<file path="config.mk">
export PLATFORM = sky130hd
export DESIGN_NAME = ansi_escape_key_decoder_flat
export DESIGN_NICKNAME = d
export VERILOG_FILES = /design/src/hdl/aekd_pkg.sv /design/src/hdl/aekd_if.sv /design/src/hdl/aekd_step.sv /design/src/hdl/ansi_escape_key_decoder.sv /design/src/flat_wrapper.sv
export SDC_FILE = /design/constraint.sdc
export NUM_CORES = 1
export LEC_CHECK = 0
export ABC_CLOCK_PERIOD_IN_PS = 4800
export BUFFER_PORTS_ARGS = -buffer_cell sky130_fd_sc_hd__buf_2
export CELL_PAD_IN_SITES_DETAIL_PLACEMENT = 0
export CELL_PAD_IN_SITES_GLOBAL_PLACEMENT = 2
export CORE_ASPECT_RATIO = 1.25
export CORE_MARGIN = 4
export CORE_UTILIZATION = 40
export DETAILED_ROUTE_END_ITERATION = 12
export PLACE_DENSITY_LB_ADDON = 0.2
export SETUP_SLACK_MARGIN = 0.15
export SYNTH_ARGS = -nofsm -noshare
export SYNTH_HDL_FRONTEND = slang
export SYNTH_HIERARCHICAL = 1
export SYNTH_SLANG_ARGS = --single-unit
</file>
<file path="constraint.sdc">
create_clock -name clk -period 4.8 [get_ports clk]
set_clock_uncertainty 0.15 [all_clocks]
set_input_delay 0.96 -clock clk [delete_from_list [all_inputs] [get_ports clk]]
set_output_delay 0.96 -clock clk [all_outputs]
set_load 0.02 [all_outputs]
</file>
<file path="src/hdl/aekd_pkg.sv">
`timescale 1ns / 1ps
// ----------------------------------------------------------------------------
// aekd_pkg - shared types and constants of the escape-sequence key decoder
// Byte codes, status and kind codes, key identifiers, the decoder state
// record and the result record.
// ----------------------------------------------------------------------------
package aekd_pkg;

	// Sizing
	localparam int MAX_PARAMS = 4;
	localparam int CNT_W      = $clog2(MAX_PARAMS + 1);
	localparam int PARAM_W    = 16;

	// Byte codes
	localparam logic [7:0] CH_ESC   = 8'h1B;
	localparam logic [7:0] CH_O     = 8'h4F;
	localparam logic [7:0] CH_LBRK  = 8'h5B;
	localparam logic [7:0] CH_TILDE = 8'h7E;
	localparam logic [7:0] CH_SEMI  = 8'h3B;
	localparam logic [7:0] CH_ZERO  = 8'h30;
	localparam logic [7:0] CH_NINE  = 8'h39;
	localparam logic [7:0] CH_UC_A  = 8'h41;
	localparam logic [7:0] CH_UC_D  = 8'h44;
	localparam logic [7:0] CH_UC_M  = 8'h4D;
	localparam logic [7:0] CH_UC_P  = 8'h50;
	localparam logic [7:0] CH_UC_R  = 8'h52;
	localparam logic [7:0] CH_UC_S  = 8'h53;
	localparam logic [7:0] CH_UC_Z  = 8'h5A;
	localparam logic [7:0] CH_LC_A  = 8'h61;
	localparam logic [7:0] CH_LC_Z  = 8'h7A;

	// Key identifiers (dense, table order)
	localparam logic [4:0] KEY_NONE        = 5'd0;
	localparam logic [4:0] KEY_SCROLL_DOWN = 5'd1;
	localparam logic [4:0] KEY_SCROLL_UP   = 5'd2;
	localparam logic [4:0] KEY_F1          = 5'd3;
	localparam logic [4:0] KEY_CPR         = 5'd7;
	localparam logic [4:0] KEY_HOME        = 5'd8;
	localparam logic [4:0] KEY_UP          = 5'd22;
	localparam logic [4:0] KEY_LAST        = 5'd25;

	localparam int TILDE_KEYS = 14;
	localparam logic [7:0] TILDE_NUM [TILDE_KEYS] = '{
		8'd1, 8'd2, 8'd3, 8'd4, 8'd5, 8'd6, 8'd15, 8'd17,
		8'd18, 8'd19, 8'd20, 8'd21, 8'd23, 8'd24
	};

	typedef enum logic [1:0] {
		ST_INCOMPLETE = 2'd0,
		ST_COMPLETE   = 2'd1,
		ST_INVALID    = 2'd2
	} status_t;

	typedef enum logic [2:0] {
		KIND_NONE       = 3'd0,
		KIND_ESC_LETTER = 3'd1,
		KIND_SS3_LETTER = 3'd2,
		KIND_CSI_LETTER = 3'd3,
		KIND_CSI_TILDE  = 3'd4
	} kind_t;

	typedef enum logic [1:0] {
		PH_IDLE,
		PH_ESC,
		PH_ESC_O,
		PH_CSI
	} phase_t;

	// Parser state; only the first two stored parameters are ever reported
	typedef struct packed {
		phase_t               phase;
		logic [PARAM_W-1:0]   acc;
		logic                 digits_seen;
		logic [CNT_W-1:0]     total;
		logic [PARAM_W-1:0]   store0;
		logic [PARAM_W-1:0]   store1;
	} state_t;

	typedef struct packed {
		status_t              status;
		kind_t                code_kind;
		logic [4:0]           key_id;
		logic [7:0]           final_char;
		logic [PARAM_W-1:0]   tilde_number;
		logic [2:0]           param_count;
		logic [PARAM_W-1:0]   param_first;
		logic [PARAM_W-1:0]   param_second;
	} result_t;

	// Key id of a tilde sequence number, 0 when not named
	function automatic logic [4:0] tilde_key(input logic [PARAM_W-1:0] n);
		logic [4:0] k;
		k = KEY_NONE;
		for (int i = 0; i < TILDE_KEYS; i++) begin
			if (n == {{(PARAM_W-8){1'b0}}, TILDE_NUM[i]}) begin
				k = KEY_HOME + 5'(i);
			end
		end
		return k;
	endfunction

endpackage

</file>
<file path="src/hdl/aekd_if.sv">
`timescale 1ns / 1ps
// ----------------------------------------------------------------------------
// aekd_if - channel interfaces of the escape-sequence key decoder
// aekd_byte_if carries terminal bytes, aekd_key_if carries decode results.
// ----------------------------------------------------------------------------
interface aekd_byte_if;
	logic       valid;
	logic       ready;
	logic [7:0] in_byte;

	modport source (output valid, output in_byte, input ready);
	modport sink   (input valid, input in_byte, output ready);
endinterface

interface aekd_key_if;
	logic        valid;
	logic        ready;
	logic [1:0]  status;
	logic [2:0]  code_kind;
	logic [4:0]  key_id;
	logic [7:0]  final_char;
	logic [15:0] tilde_number;
	logic [2:0]  param_count;
	logic [15:0] param_first;
	logic [15:0] param_second;

	modport source (
		output valid, output status, output code_kind, output key_id,
		output final_char, output tilde_number, output param_count,
		output param_first, output param_second, input ready
	);
	modport sink (
		input valid, input status, input code_kind, input key_id,
		input final_char, input tilde_number, input param_count,
		input param_first, input param_second, output ready
	);
endinterface

</file>
<file path="src/hdl/aekd_step.sv">
`timescale 1ns / 1ps
// ----------------------------------------------------------------------------
// aekd_step - one-byte parser update
// Next parser state and the result for one received byte.
// ----------------------------------------------------------------------------
module aekd_step (
	input  aekd_pkg::state_t  cur,
	input  logic [7:0]        rx_byte,
	output aekd_pkg::state_t  nxt,
	output aekd_pkg::result_t res
);
	import aekd_pkg::*;

	logic                  is_letter;
	logic                  is_digit;
	logic                  store_full;
	logic                  need_push;
	logic [CNT_W-1:0]      total_new;
	logic [PARAM_W+3:0]    acc_next;

	// Byte classes
	assign is_letter = ((rx_byte >= CH_UC_A) && (rx_byte <= CH_UC_Z)) ||
	                   ((rx_byte >= CH_LC_A) && (rx_byte <= CH_LC_Z));
	assign is_digit  = (rx_byte >= CH_ZERO) && (rx_byte <= CH_NINE);

	// acc * 10 + digit, saturated below
	assign acc_next = ({4'd0, cur.acc} << 3) + ({4'd0, cur.acc} << 1) +
	                  {{PARAM_W{1'b0}}, rx_byte[3:0]};

	assign store_full = (cur.total >= CNT_W'(MAX_PARAMS));
	assign need_push  = cur.digits_seen || (cur.total != '0);
	assign total_new  = cur.total + CNT_W'(need_push);

	always_comb begin
		nxt = cur;
		res = '0;
		case (cur.phase)
			PH_IDLE: begin
				if (rx_byte == CH_ESC) begin
					nxt.phase = PH_ESC;
				end else begin
					res.status = ST_INVALID;
				end
			end
			PH_ESC: begin
				if (rx_byte == CH_O) begin
					nxt.phase = PH_ESC_O;
				end else if (rx_byte == CH_LBRK) begin
					nxt.phase       = PH_CSI;
					nxt.acc         = '0;
					nxt.digits_seen = 1'b0;
					nxt.total       = '0;
				end else if (is_letter) begin
					res.status     = ST_COMPLETE;
					res.code_kind  = KIND_ESC_LETTER;
					res.final_char = rx_byte;
					if (rx_byte == CH_UC_D) begin
						res.key_id = KEY_SCROLL_DOWN;
					end else if (rx_byte == CH_UC_M) begin
						res.key_id = KEY_SCROLL_UP;
					end
				end else begin
					res.status = ST_INVALID;
				end
			end
			PH_ESC_O: begin
				if (is_letter) begin
					res.status     = ST_COMPLETE;
					res.code_kind  = KIND_SS3_LETTER;
					res.final_char = rx_byte;
					if ((rx_byte >= CH_UC_P) && (rx_byte <= CH_UC_S)) begin
						res.key_id = KEY_F1 + 5'(rx_byte - CH_UC_P);
					end
				end else begin
					res.status = ST_INVALID;
				end
			end
			PH_CSI: begin
				if (is_digit) begin
					// decimal accumulate, saturate at full scale
					nxt.acc = (acc_next[PARAM_W+3:PARAM_W] != '0) ? '1 :
					          acc_next[PARAM_W-1:0];
					nxt.digits_seen = 1'b1;
				end else if (rx_byte == CH_SEMI) begin
					if (store_full) begin
						res.status = ST_INVALID;
					end else begin
						nxt.total       = cur.total + CNT_W'(1);
						nxt.acc         = '0;
						nxt.digits_seen = 1'b0;
						if (cur.total == CNT_W'(0)) begin
							nxt.store0 = cur.acc;
						end
						if (cur.total == CNT_W'(1)) begin
							nxt.store1 = cur.acc;
						end
					end
				end else if (is_letter || (rx_byte == CH_TILDE)) begin
					if (need_push && store_full) begin
						res.status = ST_INVALID;
					end else if (rx_byte == CH_TILDE) begin
						// exactly one parameter, still held in the accumulator
						if ((cur.total == CNT_W'(0)) && cur.digits_seen) begin
							res.status       = ST_COMPLETE;
							res.code_kind    = KIND_CSI_TILDE;
							res.final_char   = rx_byte;
							res.tilde_number = cur.acc;
							res.key_id       = tilde_key(cur.acc);
						end else begin
							res.status = ST_INVALID;
						end
					end else begin
						res.status      = ST_COMPLETE;
						res.code_kind   = KIND_CSI_LETTER;
						res.final_char  = rx_byte;
						res.param_count = 3'(total_new);
						if (total_new > CNT_W'(0)) begin
							res.param_first = (cur.total == CNT_W'(0)) ? cur.acc :
							                  cur.store0;
						end
						if (total_new > CNT_W'(1)) begin
							res.param_second = (cur.total == CNT_W'(1)) ? cur.acc :
							                   cur.store1;
						end
						if (rx_byte == CH_UC_R) begin
							res.key_id = KEY_CPR;
						end else if ((rx_byte >= CH_UC_A) && (rx_byte <= CH_UC_D)) begin
							res.key_id = KEY_UP + 5'(rx_byte - CH_UC_A);
						end
					end
				end else begin
					res.status = ST_INVALID;
				end
			end
			default: begin
				res.status = ST_INVALID;
			end
		endcase

		// A finished sequence returns the parser to idle
		if (res.status != ST_INCOMPLETE) begin
			nxt.phase       = PH_IDLE;
			nxt.acc         = '0;
			nxt.digits_seen = 1'b0;
			nxt.total       = '0;
		end
	end

endmodule

</file>
<file path="src/hdl/ansi_escape_key_decoder.sv">
`timescale 1ns / 1ps
// ----------------------------------------------------------------------------
// ansi_escape_key_decoder - terminal escape-sequence key decoder
//
//   channel   dir   payload                                   handshake
//   term      in    in_byte                                   valid/ready
//   result    out   status, code_kind, key_id, final_char,    valid/ready
//                   tilde_number, param_count, param_first,
//                   param_second
//
// One result per byte. A byte is held in the input register, is
// decoded there against the parser state and lands in the result register;
// one byte per cycle sustained while the result side takes every result.
// arst_n returns the parser to idle and empties both registers.
// A stalled result holds the pipeline; term.ready stays high while the
// input register is empty or can move into the result register.
// ----------------------------------------------------------------------------
module ansi_escape_key_decoder (
	input  logic                clk,
	input  logic                arst_n,
	aekd_byte_if.sink           term,
	aekd_key_if.source          result
);
	import aekd_pkg::*;

	logic       valid_s1;
	logic [7:0] byte_s1;
	logic       out_valid_q;
	result_t    res_q;
	state_t     state_q;
	state_t     state_nxt;
	result_t    res_nxt;
	logic       advance;

	// Pipeline moves when the result register is free or being taken
	assign advance    = !out_valid_q || result.ready;
	assign term.ready = !valid_s1 || advance;

	// Input register
	always_ff @(posedge clk or negedge arst_n) begin
		if (!arst_n) begin
			valid_s1 <= 1'b0;
		end else if (term.ready) begin
			valid_s1 <= term.valid;
		end
	end

	always_ff @(posedge clk) begin
		if (term.ready && term.valid) begin
			byte_s1 <= term.in_byte;
		end
	end

	aekd_step u_step (
		.cur     (state_q),
		.rx_byte (byte_s1),
		.nxt     (state_nxt),
		.res     (res_nxt)
	);

	// Parser control state and parameter store
	always_ff @(posedge clk or negedge arst_n) begin
		if (!arst_n) begin
			state_q.phase       <= PH_IDLE;
			state_q.acc         <= '0;
			state_q.digits_seen <= 1'b0;
			state_q.total       <= '0;
			state_q.store0      <= '0;
			state_q.store1      <= '0;
		end else if (valid_s1 && advance) begin
			state_q <= state_nxt;
		end
	end

	// Result register
	always_ff @(posedge clk or negedge arst_n) begin
		if (!arst_n) begin
			out_valid_q <= 1'b0;
		end else if (advance) begin
			out_valid_q <= valid_s1;
		end
	end

	always_ff @(posedge clk) begin
		if (valid_s1 && advance) begin
			res_q <= res_nxt;
		end
	end

	assign result.valid        = out_valid_q;
	assign result.status       = res_q.status;
	assign result.code_kind    = res_q.code_kind;
	assign result.key_id       = res_q.key_id;
	assign result.final_char   = res_q.final_char;
	assign result.tilde_number = res_q.tilde_number;
	assign result.param_count  = res_q.param_count;
	assign result.param_first  = res_q.param_first;
	assign result.param_second = res_q.param_second;

endmodule

</file>
<file path="src/flat_wrapper.sv">
// flat-port wrapper written by rule: the top's interface ports become plain ports
module ansi_escape_key_decoder_flat import aekd_pkg::*;
  (clk, arst_n, term_valid, term_in_byte, term_ready, result_valid, result_status, result_code_kind, result_key_id, result_final_char, result_tilde_number, result_param_count, result_param_first, result_param_second, result_ready);
  aekd_byte_if term_i ();
  aekd_key_if result_i ();
  input  logic clk;
  input  logic arst_n;
  input wire logic [$bits(term_i.valid)-1:0] term_valid;
  input wire logic [$bits(term_i.in_byte)-1:0] term_in_byte;
  output wire logic [$bits(term_i.ready)-1:0] term_ready;
  output wire logic [$bits(result_i.valid)-1:0] result_valid;
  output wire logic [$bits(result_i.status)-1:0] result_status;
  output wire logic [$bits(result_i.code_kind)-1:0] result_code_kind;
  output wire logic [$bits(result_i.key_id)-1:0] result_key_id;
  output wire logic [$bits(result_i.final_char)-1:0] result_final_char;
  output wire logic [$bits(result_i.tilde_number)-1:0] result_tilde_number;
  output wire logic [$bits(result_i.param_count)-1:0] result_param_count;
  output wire logic [$bits(result_i.param_first)-1:0] result_param_first;
  output wire logic [$bits(result_i.param_second)-1:0] result_param_second;
  input wire logic [$bits(result_i.ready)-1:0] result_ready;
  assign term_i.valid = term_valid;
  assign term_i.in_byte = term_in_byte;
  assign term_ready = term_i.ready;
  assign result_valid = result_i.valid;
  assign result_status = result_i.status;
  assign result_code_kind = result_i.code_kind;
  assign result_key_id = result_i.key_id;
  assign result_final_char = result_i.final_char;
  assign result_tilde_number = result_i.tilde_number;
  assign result_param_count = result_i.param_count;
  assign result_param_first = result_i.param_first;
  assign result_param_second = result_i.param_second;
  assign result_i.ready = result_ready;
  ansi_escape_key_decoder u_core (.clk(clk), .arst_n(arst_n), .term(term_i), .result(result_i));
endmodule
</file>
==> impl_metrics.yaml, run 1 <==
status:
  status: "finished, final reports clean"
cts:
  cts.clk_slew.worst_paths_ns: 0.06
  clock_latency_ns: 0.42
  htreeDepth: 4
  cts-root-buf: "clkbuf_16"
  hold_buffers: 0
  cts_setup_buffers: 0
  clock-sinks: 133
  clock_path_buffers: 2
  tritoncts: "yes"
  cts_resized: 0
  numCtsBuffers: 17
worst_setup_path:
  start_kind: "flop"
  worst_r2r_endpoint: "u_core/state_q[46]$_DFFE_PN0P_"
  path_max_fanout: 19
  regToRegSetupSlack_ns: 0.82
  critPathKind: "flop to flop"
  cp.required_ns: 4.95
  worstPathArrival_ns: 4.13
  r2r_cells: 10
  reg2reg_from: "u_core/state_q[36]$_DFFE_PN0P_"
  crit_path_end_kind: "flop"
floorplan:
  row_count: 57
  pin_count: 83
  initial_core_util: 0.409
  die_x_um: 134
  core_mm2: 0.0195
  die_area_mm2: 0.0223
  die_y_um: 166
yosys:
  yosys-top-cells-area: "edfxtp_1, dfrtp_1, mux2_4"
  synth_area_leader_cell: "edfxtp_1"
  synth.most_common_cell: "nand2_1"
  ys_ff_latch: 133
  synth_warnings: 6
  synthFlopType: "edfxtp_1"
  ys_async_sr_fraction: 0.421
  avgSynthCellArea_um2: 11.3
  synth_common_cells: "nand2_1, edfxtp_1, dfrtp_1"
  synth_nets: 763
  synth_cells: 711
  ys_seq_area_frac: 0.464
  synth_top_area_share: 0.289
  synth_cell_types: 67
  synth_edf_count: 77
  netlist_area_mm2: 0.00800
detailed_routing:
  wl_per_cell_um: 19.0
  num_vias: 5643
  drtPass1Iterations: 5
  antenna_left: 0
  viasPerCell: 5.29
  drt_iter0_markers: 368
  drcViolationCount: 0
  drt_wl_total_um: 20200
min_path:
  worst_hold_path_type: "flop to flop"
  hp-start: "u_core/state_q[31]$_DFFE_PN0P_"
  whs_path_depth: 1
  hold_end: "u_core/state_q[31]$_DFFE_PN0P_"
timing:
  finalHoldViolations: 0
  setup_viol: 0
  period_needed_ns: 3.98
  max_freq_ghz: 0.251
  rsz0062_at_grt: "no"
  worst_pin_slew_ns: 1.21
  max_slew_margin: 0.190
  fin_setup_tns_ns: 0
  slew_violations: 0
  finalCritPeriodShare: 0.829
final_layout:
  drive_above_1_share: 0.302
  nNetsFinal: 840
  n_antenna_cell: 0
  synthToLayoutAreaGrowth_pct: 15.5
  seq_area_mm2: 0.00371
  multi_input_area_mm2: 0.00404
  fillCellCount: 1844
pwr:
  share_seq_of_total_power: 0.460
  power.leakage_nw: 3.97
  internal_power_mw: 2.10
  cellPowerDensity_mw_per_mm2: 300
  swShare: 0.243
  peakVddDrop_mv: 0.230
  fin_total_pwr_mw: 2.78
  clockPowerShare: 0.470
  combPwrFrac: 0.070
  power_switching_mw: 0.675
run:
  cap_violations: 0
placed_design:
  io_buffer_count: 82
  gp_congestion: 0.816
  hpwl_um: 13900
global_routing:
  grt_max_degree: 56
  grt_pass1_vias: 5680
  grt_overflow: 0
  antenna_found_initial: 0
  grt_pass1_wl_um: 31700
  grt_usage: 0.182
## worst max-delay path: stages, from the launching register on
cell and delay (ns):
dfrtp_1 0.73, fa_1 0.55, fa_1 0.49, a211oi_1 0.32
o21bai_1 0.15, o22ai_1 0.27, o221a_2 0.25, mux2i_1 0.11
or3_1 0.36, a22o_1 0.23, mux2_4 0.26
## cell usage in the layout (no fill, tap or decap), types with 6 or more instances in the layout
cell type,n
xor2_1,11
mux2_2,37
inv_1,11
edfxtp_1,77
buf_4,12
xnor2_1,9
nor3_1,9
a21o_1,11
clkbuf_16,17
o21ai_0,16
a22oi_1,7
a21oi_1,48
nor2b_1,13
nand3b_1,6
nand2b_1,11
mux2_4,49
nand2_1,91
a21oi_2,11
ha_1,38
nor2_1,38
a211oi_1,13
or2_2,8
dfrtp_1,56
buf_2,82
and2_1,27
## cells by family (layout without fill, tap and decap cells)
family,Yosys count,count (layout),share of synthesized area
and+or+nand+nor,239,239,0.154
AOI/OAI and AO/OA,140,140,0.116
DFF,133,133,0.464
muxes,89,89,0.148
buffers and inverters,49,139,0.0311
adders and majority gates,40,40,0.0644
xor gates and xnor gates,20,20,0.0219
other,1,1,0.000469
## final cells by class
class	count	share of cell area
Multi-Input combinational cell	529	0.437
Sequential cell	133	0.402
Timing Repair Buffer	95	0.0564
Clock buffer	18	0.0475
Tap cell	265	0.0359
Clock inverter	14	0.0163
Inverter	12	0.00488
## worst max path at each step
stage	from	end	cells past startpoint	slack, ns
after detailed placement	u_core/state_q[36]$_DFFE_PN0P_	u_core/state_q[46]$_DFFE_PN0P_	10	0.83
final	u_core/state_q[36]$_DFFE_PN0P_	u_core/state_q[46]$_DFFE_PN0P_	10	0.82
after global routing	u_core/state_q[36]$_DFFE_PN0P_	u_core/state_q[37]$_DFFE_PN0P_	10	0.47
after global placement	u_core/state_q[36]$_DFFE_PN0P_	u_core/state_q[46]$_DFFE_PN0P_	10	0.85
after floorplan	u_core/state_q[38]$_DFFE_PN0P_	u_core/state_q[43]$_DFFE_PN0P_	11	1.31
after CTS	u_core/state_q[36]$_DFFE_PN0P_	u_core/state_q[46]$_DFFE_PN0P_	10	0.82
## routing by layer
layer / wire [µm] / GRT usage / vias to the layer above
met2: 10400 / 0.320 / 111
li1: - / - / 2732
met4: 187 / 0.0536 / 0
met5: 0 / 0 / -
met1: 8780 / 0.229 / 2790
met3: 802 / 0.0291 / 10
## power by group through the flow
stage | logic [mW] | clock network (mW) | registers, mW
after floorplan | 0.0903 | 0 | 1.34
after global placement | 0.197 | 0 | 1.30
after detailed placement | 0.199 | 0 | 1.30
after CTS | 0.199 | 1.33 | 1.28
after global routing | 0.209 | 1.38 | 1.28
final | 0.195 | 1.30 | 1.28
## registers in the layout, indices dropped and copies added, names as in the netlist, 3 cells and up
| signal | cells |
|---|---|
| u_core/result.param_first | 16 |
| u_core/result.key_id | 5 |
| u_core/result.param_count | 3 |
| u_core/state_q | 54 |
| u_core/result.final_char | 8 |
| u_core/result.param_second | 16 |
| u_core/byte_s1 | 8 |
| u_core/result.tilde_number | 16 |
| u_core/result.code_kind | 3 |
## metrics by stage
stage	utilization	hold slack, ns	instances	setup WS [ns]	cell area, µm²
6_report	0.473	0.383	1066	0.821	9240
5_1_grt	0.473	0.399	1066	0.470	9240
4_1_cts	0.473	0.383	1066	0.815	9240
3_5_place_dp	0.443	0.367	1034	0.833	8650
3_3_place_gp	0.443	0.359	1034	0.849	8650
2_1_floorplan	-	0.348	711	1.31	8000
(Power assumes the default switching activity.)
==> run 2: changes to the inputs <==
--- a/config.mk
+++ b/config.mk
@@ -5,7 +5,7 @@
 export SDC_FILE = /design/constraint.sdc
 export NUM_CORES = 1
 export LEC_CHECK = 0
-export ABC_CLOCK_PERIOD_IN_PS = 4800
+export ABC_CLOCK_PERIOD_IN_PS = 3700
 export BUFFER_PORTS_ARGS = -buffer_cell sky130_fd_sc_hd__buf_2
 export CELL_PAD_IN_SITES_DETAIL_PLACEMENT = 0
 export CELL_PAD_IN_SITES_GLOBAL_PLACEMENT = 2
==> constraint.sdc (replaced) <==
create_clock -name clk -period 3.7 [get_ports clk]
set_clock_uncertainty 0.15 [all_clocks]
set_input_delay 0.74 -clock clk [delete_from_list [all_inputs] [get_ports clk]]
set_output_delay 0.74 -clock clk [all_outputs]
set_load 0.02 [all_outputs]
==> impl_metrics.yaml, run 2 (synthesis results as in run 1) <==
worst_setup_path:
  path_delay_family: "adder cells"
  crit_path_end_kind: "flop"
  start_kind: "flop"
  crit_buf_inv: 0
  critPathMaxStageDelay_ns: 0.55
  reg2reg_from: "u_core/state_q[36]$_DFFE_PN0P_"
  critPathKind: "flop to flop"
  worst_r2r_endpoint: "u_core/state_q[46]$_DFFE_PN0P_"
  path_max_fanout: 4
  cp.required_ns: 3.85
  cp_slowest_cell: "fa_1"
  regToRegSetupSlack_ns: 0.32
  startpoint: "u_core/state_q[36]$_DFFE_PN0P_"
  worstPathArrival_ns: 3.53
  path_cells: "fa_1 > fa_2 > a211oi_2 > o21bai_1 > o22ai_2 > o221a_2 > mux2i_2 > or3_1 > a22o_1 > mux2_4"
  cp.depth: 10
  cp-endpoint: "u_core/state_q[46]$_DFFE_PN0P_"
  r2r_cells: 10
cts:
  clock_latency_ns: 0.42
  hold_buffers: 0
  clock-sinks: 133
  clock_path_buffers: 2
  numCtsBuffers: 17
  cts-root-buf: "clkbuf_16"
  tritoncts: "yes"
  cts.clk_slew.worst_paths_ns: 0.06
  htreeDepth: 4
final_layout:
  fin_util: 0.485
  nNetsFinal: 865
  fillCellCount: 1858
  synthToLayoutAreaGrowth_pct: 18.5
  final_common_cell: "nand2_1"
  max_flop_register: "u_core/state_q"
  seq_area_mm2: 0.00371
  drive_above_1_share: 0.329
  n_antenna_cell: 0
  mostFrequentLayoutCells: "nand2_1, buf_2, edfxtp_1"
  multi_input_area_mm2: 0.00405
  largest_reg_flops: 54
global_routing:
  grt_usage: 0.185
  grt_pass1_vias: 5851
  antenna_found_initial: 0
  grt_overflow: 0
  grt_pass1_wl_um: 32500
  grt_max_degree: 42
floorplan:
  die_x_um: 134
  initial_core_util: 0.409
  core_mm2: 0.0195
  die_y_um: 166
  row_count: 57
  pin_count: 83
  die_area_mm2: 0.0223
min_path:
  worst_hold_path_type: "input port to async pin"
timing:
  finalCritPeriodShare: 0.914
  fin_setup_tns_ns: 0
  rsz0062_at_grt: "yes"
  worst_pin_slew_ns: 0.760
  slew_violations: 0
  finalHoldViolations: 0
  max_slew_margin: 0.494
  setup_viol: 0
  period_needed_ns: 3.38
  max_freq_ghz: 0.296
placed_design:
  hpwl_um: 14600
  io_buffer_count: 82
  gp_congestion: 0.802
run:
  cap_violations: 0
pwr:
  peakVddDrop_mv: 0.265
  power.leakage_nw: 4.14
  cellPowerDensity_mw_per_mm2: 387
detailed_routing:
  drcViolationCount: 0
  drt_iter0_markers: 358
  wl_per_cell_um: 18.7
  drt_wl_total_um: 20400
  num_vias: 5781
  antenna_left: 0
  drtPass1Iterations: 5
  viasPerCell: 5.30
status:
  status: "finished, final reports clean"
## run 2: cell count changes in the layout (fill, tap and decap cells not counted), sizes merged
| cell | before | now |
|---|---|---|
| clkbuf | 18 | 20 |
| buf | 95 | 120 |
| clkinv | 6 | 5 |
| clkinvlp | 2 | 1 |
## run 2: metrics by stage
stage / power (mW) / hold slack, ns / cell area [µm²] / worst slack, ns / instances
after floorplan: 1.86 / 0.294 / 8000 / 0.207 / 711
after global placement: 1.95 / 0.362 / 8850 / 0.144 / 1059
after detailed placement: 1.95 / 0.368 / 8850 / 0.110 / 1059
after CTS: 3.71 / 0.193 / 9470 / 0.181 / 1091
after global routing: 3.79 / 0.224 / 9480 / 0.129 / 1091
final: 3.67 / 0.195 / 9480 / 0.319 / 1091
## run 2: power breakdown
group | internal, mW | switching, mW | total, mW
Sequential | 1.63 | 0.0201 | 1.65
Combinational | 0.0860 | 0.182 | 0.268
Clock | 1.08 | 0.671 | 1.75
## run 2: what timing repair did
item | 4_1_cts | 5_1_grt
buffers inserted | 0 | 0
gates resized for setup | 1 | 3
endpoints found under the setup margin | 3 | 16
## run 2: worst min path at each step
stage | cells past startpoint | from | to
after floorplan | 0 | arst_n | u_core/result.valid$_DFFE_PN0P_
after global placement | 1 | u_core/state_q[17]$_DFFE_PN0P_ | u_core/state_q[17]$_DFFE_PN0P_
after detailed placement | 1 | u_core/state_q[0]$_DFFE_PN0P_ | u_core/state_q[0]$_DFFE_PN0P_
after CTS | 1 | arst_n | u_core/state_q[20]$_DFFE_PN0P_
after global routing | 1 | arst_n | u_core/state_q[20]$_DFFE_PN0P_
final | 1 | arst_n | u_core/state_q[20]$_DFFE_PN0P_
## run 2: layout make-up
| cell class | count | share of cell area |
|---|---|---|
| inverter | 12 | 0.00475 |
| multi-input combinational | 529 | 0.428 |
| clock inverter | 12 | 0.0146 |
| clock buffer | 20 | 0.0504 |
| tap | 265 | 0.0350 |
| timing repair buffer | 120 | 0.0760 |
| sequential | 133 | 0.392 |
## run 2: per-layer routing
layer | vias up | track usage | part of all wire
met5 | - | 0 | 0
met4 | 0 | 0.0571 | 0.013
met3 | 17 | 0.0300 | 0.033
met2 | 108 | 0.315 | 0.51
met1 | 2863 | 0.241 | 0.44
li1 | 2793 | - | -
